### config.mk
export PLATFORM = sky130hd
export DESIGN_NAME = sha256_message_digest
export DESIGN_NICKNAME = d
export VERILOG_FILES = /design/src/hw/rtl/sha256md_pkg.sv /design/src/hw/rtl/sha256md_round.sv /design/src/hw/rtl/sha256md_sched.sv /design/src/hw/rtl/sha256_message_digest.sv
export VERILOG_INCLUDE_DIRS = /design/src /design/src/hw/rtl
export SDC_FILE = /design/constraint.sdc
export NUM_CORES = 2
export LEC_CHECK = 0
export ABC_AREA = 0
export BUFFER_PORTS_ARGS = -buffer_cell sky130_fd_sc_hd__clkbuf_2
export CELL_PAD_IN_SITES_DETAIL_PLACEMENT = 0
export CELL_PAD_IN_SITES_GLOBAL_PLACEMENT = 1
export CORE_ASPECT_RATIO = 0.6
export CORE_MARGIN = 3
export CORE_UTILIZATION = 54
export DETAILED_ROUTE_END_ITERATION = 8
export PLACE_DENSITY_LB_ADDON = 0.08
export SETUP_SLACK_MARGIN = 0.5
export SKIP_CTS_REPAIR_TIMING = 1
export SLEW_MARGIN = 10
export SYNTH_ARGS = -nofsm -noshare
export SYNTH_HDL_FRONTEND = slang
export SYNTH_HIERARCHICAL = 1
export SYNTH_SLANG_ARGS = --single-unit
export TNS_END_PERCENT = 10
### constraint.sdc
create_clock -name i_clk -period 33.4 [get_ports i_clk]
set_input_delay 3.34 -clock i_clk [delete_from_list [all_inputs] [get_ports i_clk]]
set_output_delay 3.34 -clock i_clk [all_outputs]
set_load 0.005 [all_outputs]
### src/hw/rtl/sha256_message_digest_macros.svh
// Assertion macros for the SHA-256 message digest block.
`ifndef SHA256_MESSAGE_DIGEST_MACROS_SVH
`define SHA256_MESSAGE_DIGEST_MACROS_SVH

// Check that a condition implies another in the same cycle.
`define SMD_ASSERT_SAME(lbl, ante, cons, msg) \
    lbl: assert property (@(posedge i_clk) disable iff (!i_rst_n) (ante) |-> (cons)) \
        else $error(msg);

// Check that a condition implies another in the next cycle.
`define SMD_ASSERT_NEXT(lbl, ante, cons, msg) \
    lbl: assert property (@(posedge i_clk) disable iff (!i_rst_n) (ante) |=> (cons)) \
        else $error(msg);

`endif

### src/hw/rtl/sha256md_pkg.sv
// Shared types, constants and functions of the SHA-256 message digest block.
package sha256md_pkg;

    typedef logic [31:0]       t_word;
    typedef logic [7:0][31:0]  t_vars;

    localparam int unsigned BLOCK_BYTES = 64;
    localparam int unsigned WINDOW_WORDS = 16;
    localparam int unsigned ROUNDS = 64;
    localparam int unsigned DIGEST_WORDS = 8;

    localparam logic [5:0] LEN_POS = 6'd56;
    localparam logic [5:0] LAST_BYTE = 6'd63;
    localparam logic [5:0] LAST_ROUND = 6'd63;
    localparam logic [2:0] LAST_OUT = 3'd7;
    localparam logic [7:0] PAD_MARK = 8'h80;

    localparam t_vars HASH_IV = {
        32'h5be0cd19, 32'h1f83d9ab, 32'h9b05688c, 32'h510e527f,
        32'ha54ff53a, 32'h3c6ef372, 32'hbb67ae85, 32'h6a09e667
    };

    localparam t_word K_TABLE [ROUNDS] = '{
        32'h428a2f98, 32'h71374491, 32'hb5c0fbcf, 32'he9b5dba5,
        32'h3956c25b, 32'h59f111f1, 32'h923f82a4, 32'hab1c5ed5,
        32'hd807aa98, 32'h12835b01, 32'h243185be, 32'h550c7dc3,
        32'h72be5d74, 32'h80deb1fe, 32'h9bdc06a7, 32'hc19bf174,
        32'he49b69c1, 32'hefbe4786, 32'h0fc19dc6, 32'h240ca1cc,
        32'h2de92c6f, 32'h4a7484aa, 32'h5cb0a9dc, 32'h76f988da,
        32'h983e5152, 32'ha831c66d, 32'hb00327c8, 32'hbf597fc7,
        32'hc6e00bf3, 32'hd5a79147, 32'h06ca6351, 32'h14292967,
        32'h27b70a85, 32'h2e1b2138, 32'h4d2c6dfc, 32'h53380d13,
        32'h650a7354, 32'h766a0abb, 32'h81c2c92e, 32'h92722c85,
        32'ha2bfe8a1, 32'ha81a664b, 32'hc24b8b70, 32'hc76c51a3,
        32'hd192e819, 32'hd6990624, 32'hf40e3585, 32'h106aa070,
        32'h19a4c116, 32'h1e376c08, 32'h2748774c, 32'h34b0bcb5,
        32'h391c0cb3, 32'h4ed8aa4a, 32'h5b9cca4f, 32'h682e6ff3,
        32'h748f82ee, 32'h78a5636f, 32'h84c87814, 32'h8cc70208,
        32'h90befffa, 32'ha4506ceb, 32'hbef9a3f7, 32'hc67178f2
    };

    typedef enum logic [4:0] {
        ST_IDLE = 5'b00001,
        ST_PAD  = 5'b00010,
        ST_COMP = 5'b00100,
        ST_FOLD = 5'b01000,
        ST_OUT  = 5'b10000
    } t_state;

    typedef struct packed {
        logic        wr;
        logic [5:0]  idx;
        logic [7:0]  data;
        logic        pad;
        logic        ovf;
        logic [63:0] len;
        logic        shift;
    } t_sched_ctl;

    function automatic t_word rotr(input t_word x, input int unsigned n);
        rotr = (x >> n) | (x << (32 - n));
    endfunction

    function automatic t_word big_sigma0(input t_word x);
        big_sigma0 = rotr(x, 2) ^ rotr(x, 13) ^ rotr(x, 22);
    endfunction

    function automatic t_word big_sigma1(input t_word x);
        big_sigma1 = rotr(x, 6) ^ rotr(x, 11) ^ rotr(x, 25);
    endfunction

    function automatic t_word small_sigma0(input t_word x);
        small_sigma0 = rotr(x, 7) ^ rotr(x, 18) ^ (x >> 3);
    endfunction

    function automatic t_word small_sigma1(input t_word x);
        small_sigma1 = rotr(x, 17) ^ rotr(x, 19) ^ (x >> 10);
    endfunction

endpackage

### src/hw/rtl/sha256md_round.sv
// One SHA-256 compression round, shared by all 64 rounds of a block.
module sha256md_round (
    input  sha256md_pkg::t_vars i_v,
    input  sha256md_pkg::t_word i_k,
    input  sha256md_pkg::t_word i_w,
    output sha256md_pkg::t_vars o_v
);
    import sha256md_pkg::*;

    t_word t1;
    t_word t2;
    t_word ch;
    t_word maj;

    always_comb begin
        ch  = (i_v[4] & i_v[5]) ^ (~i_v[4] & i_v[6]);
        maj = (i_v[0] & i_v[1]) ^ (i_v[0] & i_v[2]) ^ (i_v[1] & i_v[2]);
        t1  = i_v[7] + big_sigma1(i_v[4]) + ch + i_k + i_w;
        t2  = big_sigma0(i_v[0]) + maj;
        o_v[7] = i_v[6];
        o_v[6] = i_v[5];
        o_v[5] = i_v[4];
        o_v[4] = i_v[3] + t1;
        o_v[3] = i_v[2];
        o_v[2] = i_v[1];
        o_v[1] = i_v[0];
        o_v[0] = t1 + t2;
    end

endmodule

### src/hw/rtl/sha256md_sched.sv
// Block buffer and message schedule window: byte fill, padding, word shift.
module sha256md_sched (
    input  logic                     i_clk,
    input  sha256md_pkg::t_sched_ctl i_ctl,
    output sha256md_pkg::t_word      o_w
);
    import sha256md_pkg::*;

    t_word r_w [WINDOW_WORDS];
    t_word n_w [WINDOW_WORDS];

    always_comb begin
        n_w = r_w;
        if (i_ctl.shift) begin
            for (int k = 0; k < WINDOW_WORDS - 1; k++) begin
                n_w[k] = r_w[k + 1];
            end
            n_w[WINDOW_WORDS - 1] = r_w[0] + small_sigma0(r_w[1]) + r_w[9]
                                  + small_sigma1(r_w[14]);
        end
        if (i_ctl.wr) begin
            n_w[i_ctl.idx[5:2]][{~i_ctl.idx[1:0], 3'b000} +: 8] = i_ctl.data;
        end
        if (i_ctl.pad) begin
            for (int k = 0; k < WINDOW_WORDS; k++) begin
                for (int b = 0; b < 4; b++) begin
                    if (i_ctl.ovf || 6'(4 * k + b) > i_ctl.idx) begin
                        n_w[k][31 - 8 * b -: 8] = 8'h00;
                    end else if (6'(4 * k + b) == i_ctl.idx) begin
                        n_w[k][31 - 8 * b -: 8] = PAD_MARK;
                    end
                end
            end
            if (i_ctl.ovf || i_ctl.idx < LEN_POS) begin
                n_w[WINDOW_WORDS - 2] = i_ctl.len[63:32];
                n_w[WINDOW_WORDS - 1] = i_ctl.len[31:0];
            end
        end
    end

    always_ff @(posedge i_clk) begin
        r_w <= n_w;
    end

    assign o_w = r_w[0];

endmodule

### src/hw/rtl/sha256_message_digest.sv
// SHA-256 message digest: byte stream in, eight digest words out.
//
// Input channel: one message byte per item in tdata, tuser high when the
// byte is present, tlast marking the end of the message (a byte in the same
// item is taken first). Output channel: eight 32-bit big-endian digest
// words, word 0 first, tlast on the eighth.
//
// The item that completes a 64-byte block is followed by a busy spell of 64
// rounds through the single round unit and one fold into the hash words. An
// end item adds one or two padding blocks, each a padding step, 64 rounds
// and a fold; then the eight words are offered. tready stays low while a
// block compresses and while the digest goes out.
//
// A stalled receiver holds the current digest word; nothing is dropped.
// After the eighth word is taken the hash words, length and fill count
// return to their initial values and the next message may start.
// Reset (synchronous, active low) does the same and clears the sequencer.
module sha256_message_digest (
    input  logic        i_clk,
    input  logic        i_rst_n,
    input  logic        i_s_axis_tvalid,
    output logic        o_s_axis_tready,
    input  logic [7:0]  i_s_axis_tdata,   // [7:0] msg_byte
    input  logic        i_s_axis_tuser,   // [0] byte_present
    input  logic        i_s_axis_tlast,
    output logic        o_m_axis_tvalid,
    input  logic        i_m_axis_tready,
    output logic [31:0] o_m_axis_tdata,   // [31:0] digest_word
    output logic        o_m_axis_tlast
);
    import sha256md_pkg::*;

    t_state      r_state, n_state;
    t_vars       r_hash, n_hash;
    t_vars       r_v, n_v;
    t_vars       v_round;
    logic [5:0]  r_cnt, n_cnt;
    logic [54:0] r_blk, n_blk;
    logic [5:0]  r_rnd, n_rnd;
    logic [2:0]  r_ocnt, n_ocnt;
    logic        r_fin, n_fin;
    logic        r_ovf, n_ovf;
    logic        r_tail, n_tail;
    t_sched_ctl  ctl;
    t_word       w_cur;
    logic        in_acc;
    logic        out_acc;

    sha256md_sched u_sched (
        .i_clk (i_clk),
        .i_ctl (ctl),
        .o_w   (w_cur)
    );

    sha256md_round u_round (
        .i_v (r_v),
        .i_k (K_TABLE[r_rnd]),
        .i_w (w_cur),
        .o_v (v_round)
    );

    assign o_s_axis_tready = (r_state == ST_IDLE);
    assign o_m_axis_tvalid = (r_state == ST_OUT);
    assign o_m_axis_tdata  = r_hash[r_ocnt];
    assign o_m_axis_tlast  = (r_ocnt == LAST_OUT);
    assign in_acc  = i_s_axis_tvalid && o_s_axis_tready;
    assign out_acc = o_m_axis_tvalid && i_m_axis_tready;

    always_comb begin
        n_state = r_state;
        n_hash  = r_hash;
        n_v     = r_v;
        n_cnt   = r_cnt;
        n_blk   = r_blk;
        n_rnd   = r_rnd;
        n_ocnt  = r_ocnt;
        n_fin   = r_fin;
        n_ovf   = r_ovf;
        n_tail  = r_tail;
        ctl       = '0;
        ctl.idx   = r_cnt;
        ctl.data  = i_s_axis_tdata;
        ctl.ovf   = r_ovf;
        ctl.len   = {r_blk, r_cnt, 3'b000};
        unique case (r_state)
            ST_IDLE: begin
                if (in_acc) begin
                    if (i_s_axis_tuser) begin
                        ctl.wr = 1'b1;
                        if (r_cnt == LAST_BYTE) begin
                            n_cnt   = '0;
                            n_blk   = r_blk + 55'd1;
                            n_fin   = i_s_axis_tlast;
                            n_v     = r_hash;
                            n_rnd   = '0;
                            n_state = ST_COMP;
                        end else begin
                            n_cnt = r_cnt + 6'd1;
                            if (i_s_axis_tlast) begin
                                n_fin   = 1'b1;
                                n_state = ST_PAD;
                            end
                        end
                    end else if (i_s_axis_tlast) begin
                        n_fin   = 1'b1;
                        n_state = ST_PAD;
                    end
                end
            end
            ST_PAD: begin
                ctl.pad = 1'b1;
                if (r_ovf || r_cnt < LEN_POS) begin
                    n_tail = 1'b1;
                end else begin
                    n_ovf = 1'b1;
                end
                n_v     = r_hash;
                n_rnd   = '0;
                n_state = ST_COMP;
            end
            ST_COMP: begin
                ctl.shift = 1'b1;
                n_v       = v_round;
                n_rnd     = r_rnd + 6'd1;
                if (r_rnd == LAST_ROUND) begin
                    n_state = ST_FOLD;
                end
            end
            ST_FOLD: begin
                for (int k = 0; k < DIGEST_WORDS; k++) begin
                    n_hash[k] = r_hash[k] + r_v[k];
                end
                priority if (r_tail) begin
                    n_ocnt  = '0;
                    n_state = ST_OUT;
                end else if (r_fin) begin
                    n_state = ST_PAD;
                end else begin
                    n_state = ST_IDLE;
                end
            end
            ST_OUT: begin
                if (out_acc) begin
                    n_ocnt = r_ocnt + 3'd1;
                    if (r_ocnt == LAST_OUT) begin
                        n_hash  = HASH_IV;
                        n_cnt   = '0;
                        n_blk   = '0;
                        n_fin   = 1'b0;
                        n_ovf   = 1'b0;
                        n_tail  = 1'b0;
                        n_state = ST_IDLE;
                    end
                end
            end
            default: begin
                n_state = ST_IDLE;
            end
        endcase
    end

    always_ff @(posedge i_clk) begin
        if (!i_rst_n) begin
            r_state <= ST_IDLE;
            r_hash  <= HASH_IV;
            r_cnt   <= '0;
            r_blk   <= '0;
            r_rnd   <= '0;
            r_ocnt  <= '0;
            r_fin   <= 1'b0;
            r_ovf   <= 1'b0;
            r_tail  <= 1'b0;
        end else begin
            r_state <= n_state;
            r_hash  <= n_hash;
            r_cnt   <= n_cnt;
            r_blk   <= n_blk;
            r_rnd   <= n_rnd;
            r_ocnt  <= n_ocnt;
            r_fin   <= n_fin;
            r_ovf   <= n_ovf;
            r_tail  <= n_tail;
        end
    end

    always_ff @(posedge i_clk) begin
        r_v <= n_v;
    end

`include "sha256_message_digest_macros.svh"

    `SMD_ASSERT_NEXT(a_end_busy, in_acc && i_s_axis_tlast, !o_s_axis_tready, "end item not taken up")
    `SMD_ASSERT_NEXT(a_round_done, (r_state == ST_COMP) && (r_rnd == LAST_ROUND), r_state == ST_FOLD, "compression overran")
    `SMD_ASSERT_NEXT(a_digest_clear, out_acc && o_m_axis_tlast, (r_hash == HASH_IV) && (r_cnt == '0) && (r_blk == '0), "state not cleared after digest")
    `SMD_ASSERT_SAME(a_ovf_final, r_ovf || r_tail, r_fin, "padding flags without end item")

endmodule

# After elaboration in Yosys (flattened, before gate mapping)

Memories as Yosys holds them, arrays and structs flattened.
Index checks and enable logic that the tools add are counted.

$add $sub $neg: 23
Magnitude comparators: 69
Equality and inequality tests: 80
Shifts and indexed selects: 2
Mux-type cells: 191
Bitwise logic cells: 30
Reduce and logical (&&, ||, !) cells: 82

Operators with widths:

| kind                    | number |
|---|---|
| $mux W512               | 3 |
| $mux W256               | 5 |
| $mux W8                 | 128 |
| $pmux W256 S3           | 1 |
| $add A32 B32 Y32        | 18 |
| $bwmux W512             | 1 |
| $pmux W256 S2           | 1 |
| $xor A32 B32 Y32        | 9 |
| $mux W55                | 5 |
| $eq A6 B6 Y1 const A    | 32 |
| $gt A6 B6 Y1 const A    | 32 |
| $and A32 B32 Y32        | 5 |
| $demux W32 S4           | 1 |
| $mux W32                | 4 |
| $pmux W55 S2            | 1 |
| $bmux W32 S3            | 1 |
| $eq A5 B6 Y1 const A    | 16 |
| $gt A5 B6 Y1 const A    | 16 |
| $logic_or A1 B1 Y1      | 65 |
| $mux W64                | 1 |
| $add A55 B1 Y55 const B | 1 |
| $eq A4 B6 Y1 const A    | 8 |
| $gt A4 B6 Y1 const A    | 8 |
| $mux W6                 | 8 |
| 58 further kinds        | 107 |

Register bits: 1102
ROM bits: 2048
Input port bits: 14
Logic and storage cells: 518
Memories kept: 1

Memories:

| name            | words | width | rd ports | clocked after memory_dff | write ports | RTL line                    | source |
|---|---|---|---|---|---|---|---|
| (no name shown) | 64    | 32    | 1        | 0                        | 0           | sha256_message_digest.sv:57 | `.i_k (K_TABLE[r_rnd]),` |

# Depth between registers and ports, before layout

Word-level depth: 13
Mapped depth: 42

# Modules after synthesis

Netlist, hierarchy kept.

By module, submodules not included:

| module                | instances | cells an instance | area each (µm²) | sequential area each (µm²) |
|---|---|---|---|---|
| sha256_message_digest | 1         | 4703              | 39524.2         | 14373.8 |
| sha256md_sched        | 1         | 3492              | 29914.9         | 10249.8 |
| sha256md_round        | 1         | 1459              | 11423.5         | 0.0 |

# Worst setup path before layout

OpenSTA, ideal clock, no wires.

Path type: input to register
Start: input port i_s_axis_tuser
End: register r_rnd[5]
Arrival time: 16479 ps
Required time: 33329 ps
Path slack: 16850 ps
Stages on the path: 7
Path buffers: 0
Cell sequence: nand3_1 > nor2_1 > a21oi_1 > nor2_1 > nand3_1 > or3_1 > a21oi_1

Longest elaborated chain between the ends: 2

Ends and longest elaborated chain:

| what                        | RTL line                     | source |
|---|---|---|
| from (decl)                 | sha256_message_digest.sv:24  | `input logic i_s_axis_tuser,` |
| $ne A2 B1 Y1 (no line)      | -                            |  |
| $reduce_and A4 Y1 (no line) | -                            |  |
| to (signal assigned)        | sha256_message_digest.sv:178 | `r_rnd <= n_rnd;` |
| to (decl)                   | sha256_message_digest.sv:39  | `logic [5:0] r_rnd, n_rnd;` |

Every way passes these cells.
A chain may end at the register's enable or synchronous reset.

==> results summary <==
The width of the chip is 506 um. The clock period minus final worst setup slack is 10620 ps. The number of pins exceeding their max-slew limit in the final report is 0. The transition time of the tightest slew-check pin is around 1400 ps. The number of input and output port buffers inserted is 48. The area share of the largest cell type after synthesis is 20.9%. The number of buffers added by the clock tree synthesis step came out at 109. After synthesis the netlist holds a flip-flop and latch count of 1102. The number of levels the H-tree was split into came out at 3. The overall track demand over capacity in global routing is between 40% and 50%. The number of sinks handled by clock tree synthesis came out at 1102.

The clock transition at the register clock pins on the worst setup and hold paths after CTS is 70 ps. The sum of net half-perimeters after detailed placement came out at roughly 250000 um. The number of optimization iterations in the first detailed-route pass is 8. The number of max-capacitance violations reported is 0. The post-route netlist has 6.50% of its cells at a drive strength greater than 1. The run finished with clean final reports.

The simple-gate portion of the synthesized area is 16.0%. The final estimated routing congestion in global placement came out at about 1.1. Of the total synthesized cell area, the portion taken by full adders, half adders and majority gates is 11.0%. The critical path contains buffers and inverters numbering 6 combined. The iteration-0 DRC count of the detailed router is 12254. For this run, the register share of the synthesized area comes to just over 30%. The most used flip-flop cell after synthesis is dfxtp_1. The area growth from synthesis to layout is 4.75%. The critical path data arrival time came out at 11140 ps. In this run the vertical extent of the chip is around 310 um. The count of unique library cells instantiated by Yosys is 110.

The relative max-transition margin is 7.71%. In the final timing run, aggregate negative setup slack is 0 ps. A synthesized cell averages approximately 8.4 sq um.

The number of standard cells after synthesis came out at 9654. The share of async-settable or async-resettable flops after synthesis is 0%. The initial antenna violation count came out at 10. The worst hold slack came out at 502 ps. The aggregate global routing overflow came out at 0. The region available for standard cell placement spans between 100000 and 150000 sq um. The worst clock skew is 30.3 ps. For this configuration, the core starts out at a cell density of between 50% and 60%. The share of the synthesized area in compound gates (AO/OA/AOI/OAI) is 19.8%. The maximum count of clock buffers along a single path came out at 3. The cell area after synthesis is 80900 sq um. The number of placement rows came out at 109. The final routed wirelength across all metal layers came out at 330000 um. The critical path is of the flip-flop to flip-flop type. The routed layout has 74990 vias. The largest individual stage delay along the critical path comes from the cell o311ai_0. The xor-xnor portion of the synthesized cell area came out at ~6.6%. The main combinational cell family by area after synthesis is compound AO/OA/AOI/OAI gates.

The routed length per instance came out at 29.3 um. The tightest min-delay check is of the flip-flop to flip-flop type. Broken down by cell family, the worst path's largest delay share belongs to compound AO/OA/AOI/OAI gates. The count of non-filler cells in the finished layout came out at 11279. The cell total after placement came out at between 10000 and 15000.

The maximum number of pins on one net before global-route repair came out at 159. The number of hold-slack violations in the final timing report is 0. For this run, the top clock speed supported by timing is 0.0942 GHz. CTS placed an instance of clkbuf_16 at the clock tree root. Clock latency on the worst-skew pair, taken at its later pin, is 770 ps. The synthesized design spends more area on one cell type than any other, namely dfxtp_1. The required time of the worst setup path came out at 33920 ps. The library cell used most frequently in the layout, excluding fill and tap cells, is nand2_1. The floorplan step defined a die boundary enclosing roughly 150000 sq um. Setup violations remaining at the end of the flow were counted as 0.

The detail route stage leaves a number of antenna-violating nets equal to 0. Setup repair after global routing left no endpoint under its margin. Dividing the detail-routed via count by the number of cells gives around 6.6. The remaining routing DRC violations came out at 0. The TritonCTS clock tree is yes. The largest stage delay on the critical path is 690 ps. The global-route wire length before repair came out at 473000 um.

The post-synthesis mux area share came out at under 10%. The number of flops mapped to enable cells by yosys is 256. The type of element capturing the critical path is a flip-flop.

The number of warning messages in the yosys log is 6. The number of global-route vias before repair came out at 66423. After layout, the worst path uses between 30% and 40% of the clock period. By area the synthesized netlist is led by dfxtp_1, edfxtp_1, nand2_1. Along the worst path, the maximum fanout reaches 17.

The final layout contains a little under 10000 nets. STA classifies the critical path startpoint as a flip-flop. Leaving out fill and tap cells, the most frequent cells in the layout are nand2_1, nor2_1, dfxtp_1. The number of top-level design ports came out at 49.
worst paths after layout:
kind / start / end / slack, ps / depth (start not counted)
max: r_rnd[0] / r_v[28] / 22780 / 36
min: r_hash[182] / r_hash[182] / 500 / 2
max reg2reg: r_rnd[0] / r_v[28] / 22780 / 36
min reg2reg: r_hash[182] / r_hash[182] / 500 / 2
synthesized netlist by cell type (61+ instances only):
cell	n
fa_1	195
o22ai_1	126
clkbuf_1	461
nand3_1	126
buf_4	224
inv_1	514
a31oi_1	62
a211oi_1	466
nand2_1	1372
mux2i_1	483
nor2b_1	120
xor2_1	254
and2_1	64
edfxtp_1	256
mux4_2	67
a21oi_1	551
nor2_1	886
o21ai_0	429
dfxtp_1	846
buf_1	61
ha_1	399
xnor2_1	356
mux2_2	85
nor3_1	100
a22oi_1	73
a21o_1	238
final cells by class:
class | count | area, sq um
Antenna cell | 3 | 7.51
Clock buffer | 163 | 3140
Clock inverter | 40 | 463
Fill cell | 13433 | 63300
Inverter | 516 | 1940
Multi-Input combinational cell | 7266 | 50600
Sequential cell | 1102 | 24600
Tap cell | 1998 | 2500
Timing Repair Buffer | 191 | 1390
worst register-to-register path: cells and delay by family, from the launching register on:
kind	cells	cell delay [ps]
simple gates	5	890
compound gates	15	4060
fa+ha+maj	8	3690
xor+xnor	2	290
flops	1	310
buf+inv	6	1130
sequential cells by signal, summed over array words and instances, names as in the netlist:
register / cells
u_sched/r_w: 480
r_fin: 1
r_ovf: 1
r_ocnt: 3
u_sched/o_w: 32
r_tail: 1
r_blk: 55
r_state: 5
r_hash: 256
r_rnd: 6
r_cnt: 6
r_v: 256
through the flow:
| step | cell area (sq um) | setup WS, ps | utilization [%] |
|---|---|---|---|
| 3_3_place_gp | 81100 | 23050 | 54.8 |
| 6_report | 84700 | 22780 | 57.2 |
| 5_1_grt | 84700 | 22460 | 57.2 |
| 3_5_place_dp | 81100 | 23190 | 54.8 |
| 2_1_floorplan | 80900 | 16850 | - |
| 4_1_cts | 84700 | 23130 | 57.2 |
per-layer routing:
layer	GRT usage (%)	wire (um)	vias up
met3	20.4	61500	344
met4	5.81	4840	6
li1	-	-	32923
met2	45.9	109000	5148
met1	67.5	154000	36569
met5	0	42	-
cell families after synthesis:
kind of cell	after synthesis
AOI/OAI and AO/OA	2443
muxes	635
and+or+nand+nor	2978
buffers and inverters	1288
other	1
xor gates and xnor gates	610
adders and majority gates	597
DFF	1102
Power is not shown: default switching activity piles up to over one toggle a cycle in this logic, so the estimate is an artifact.
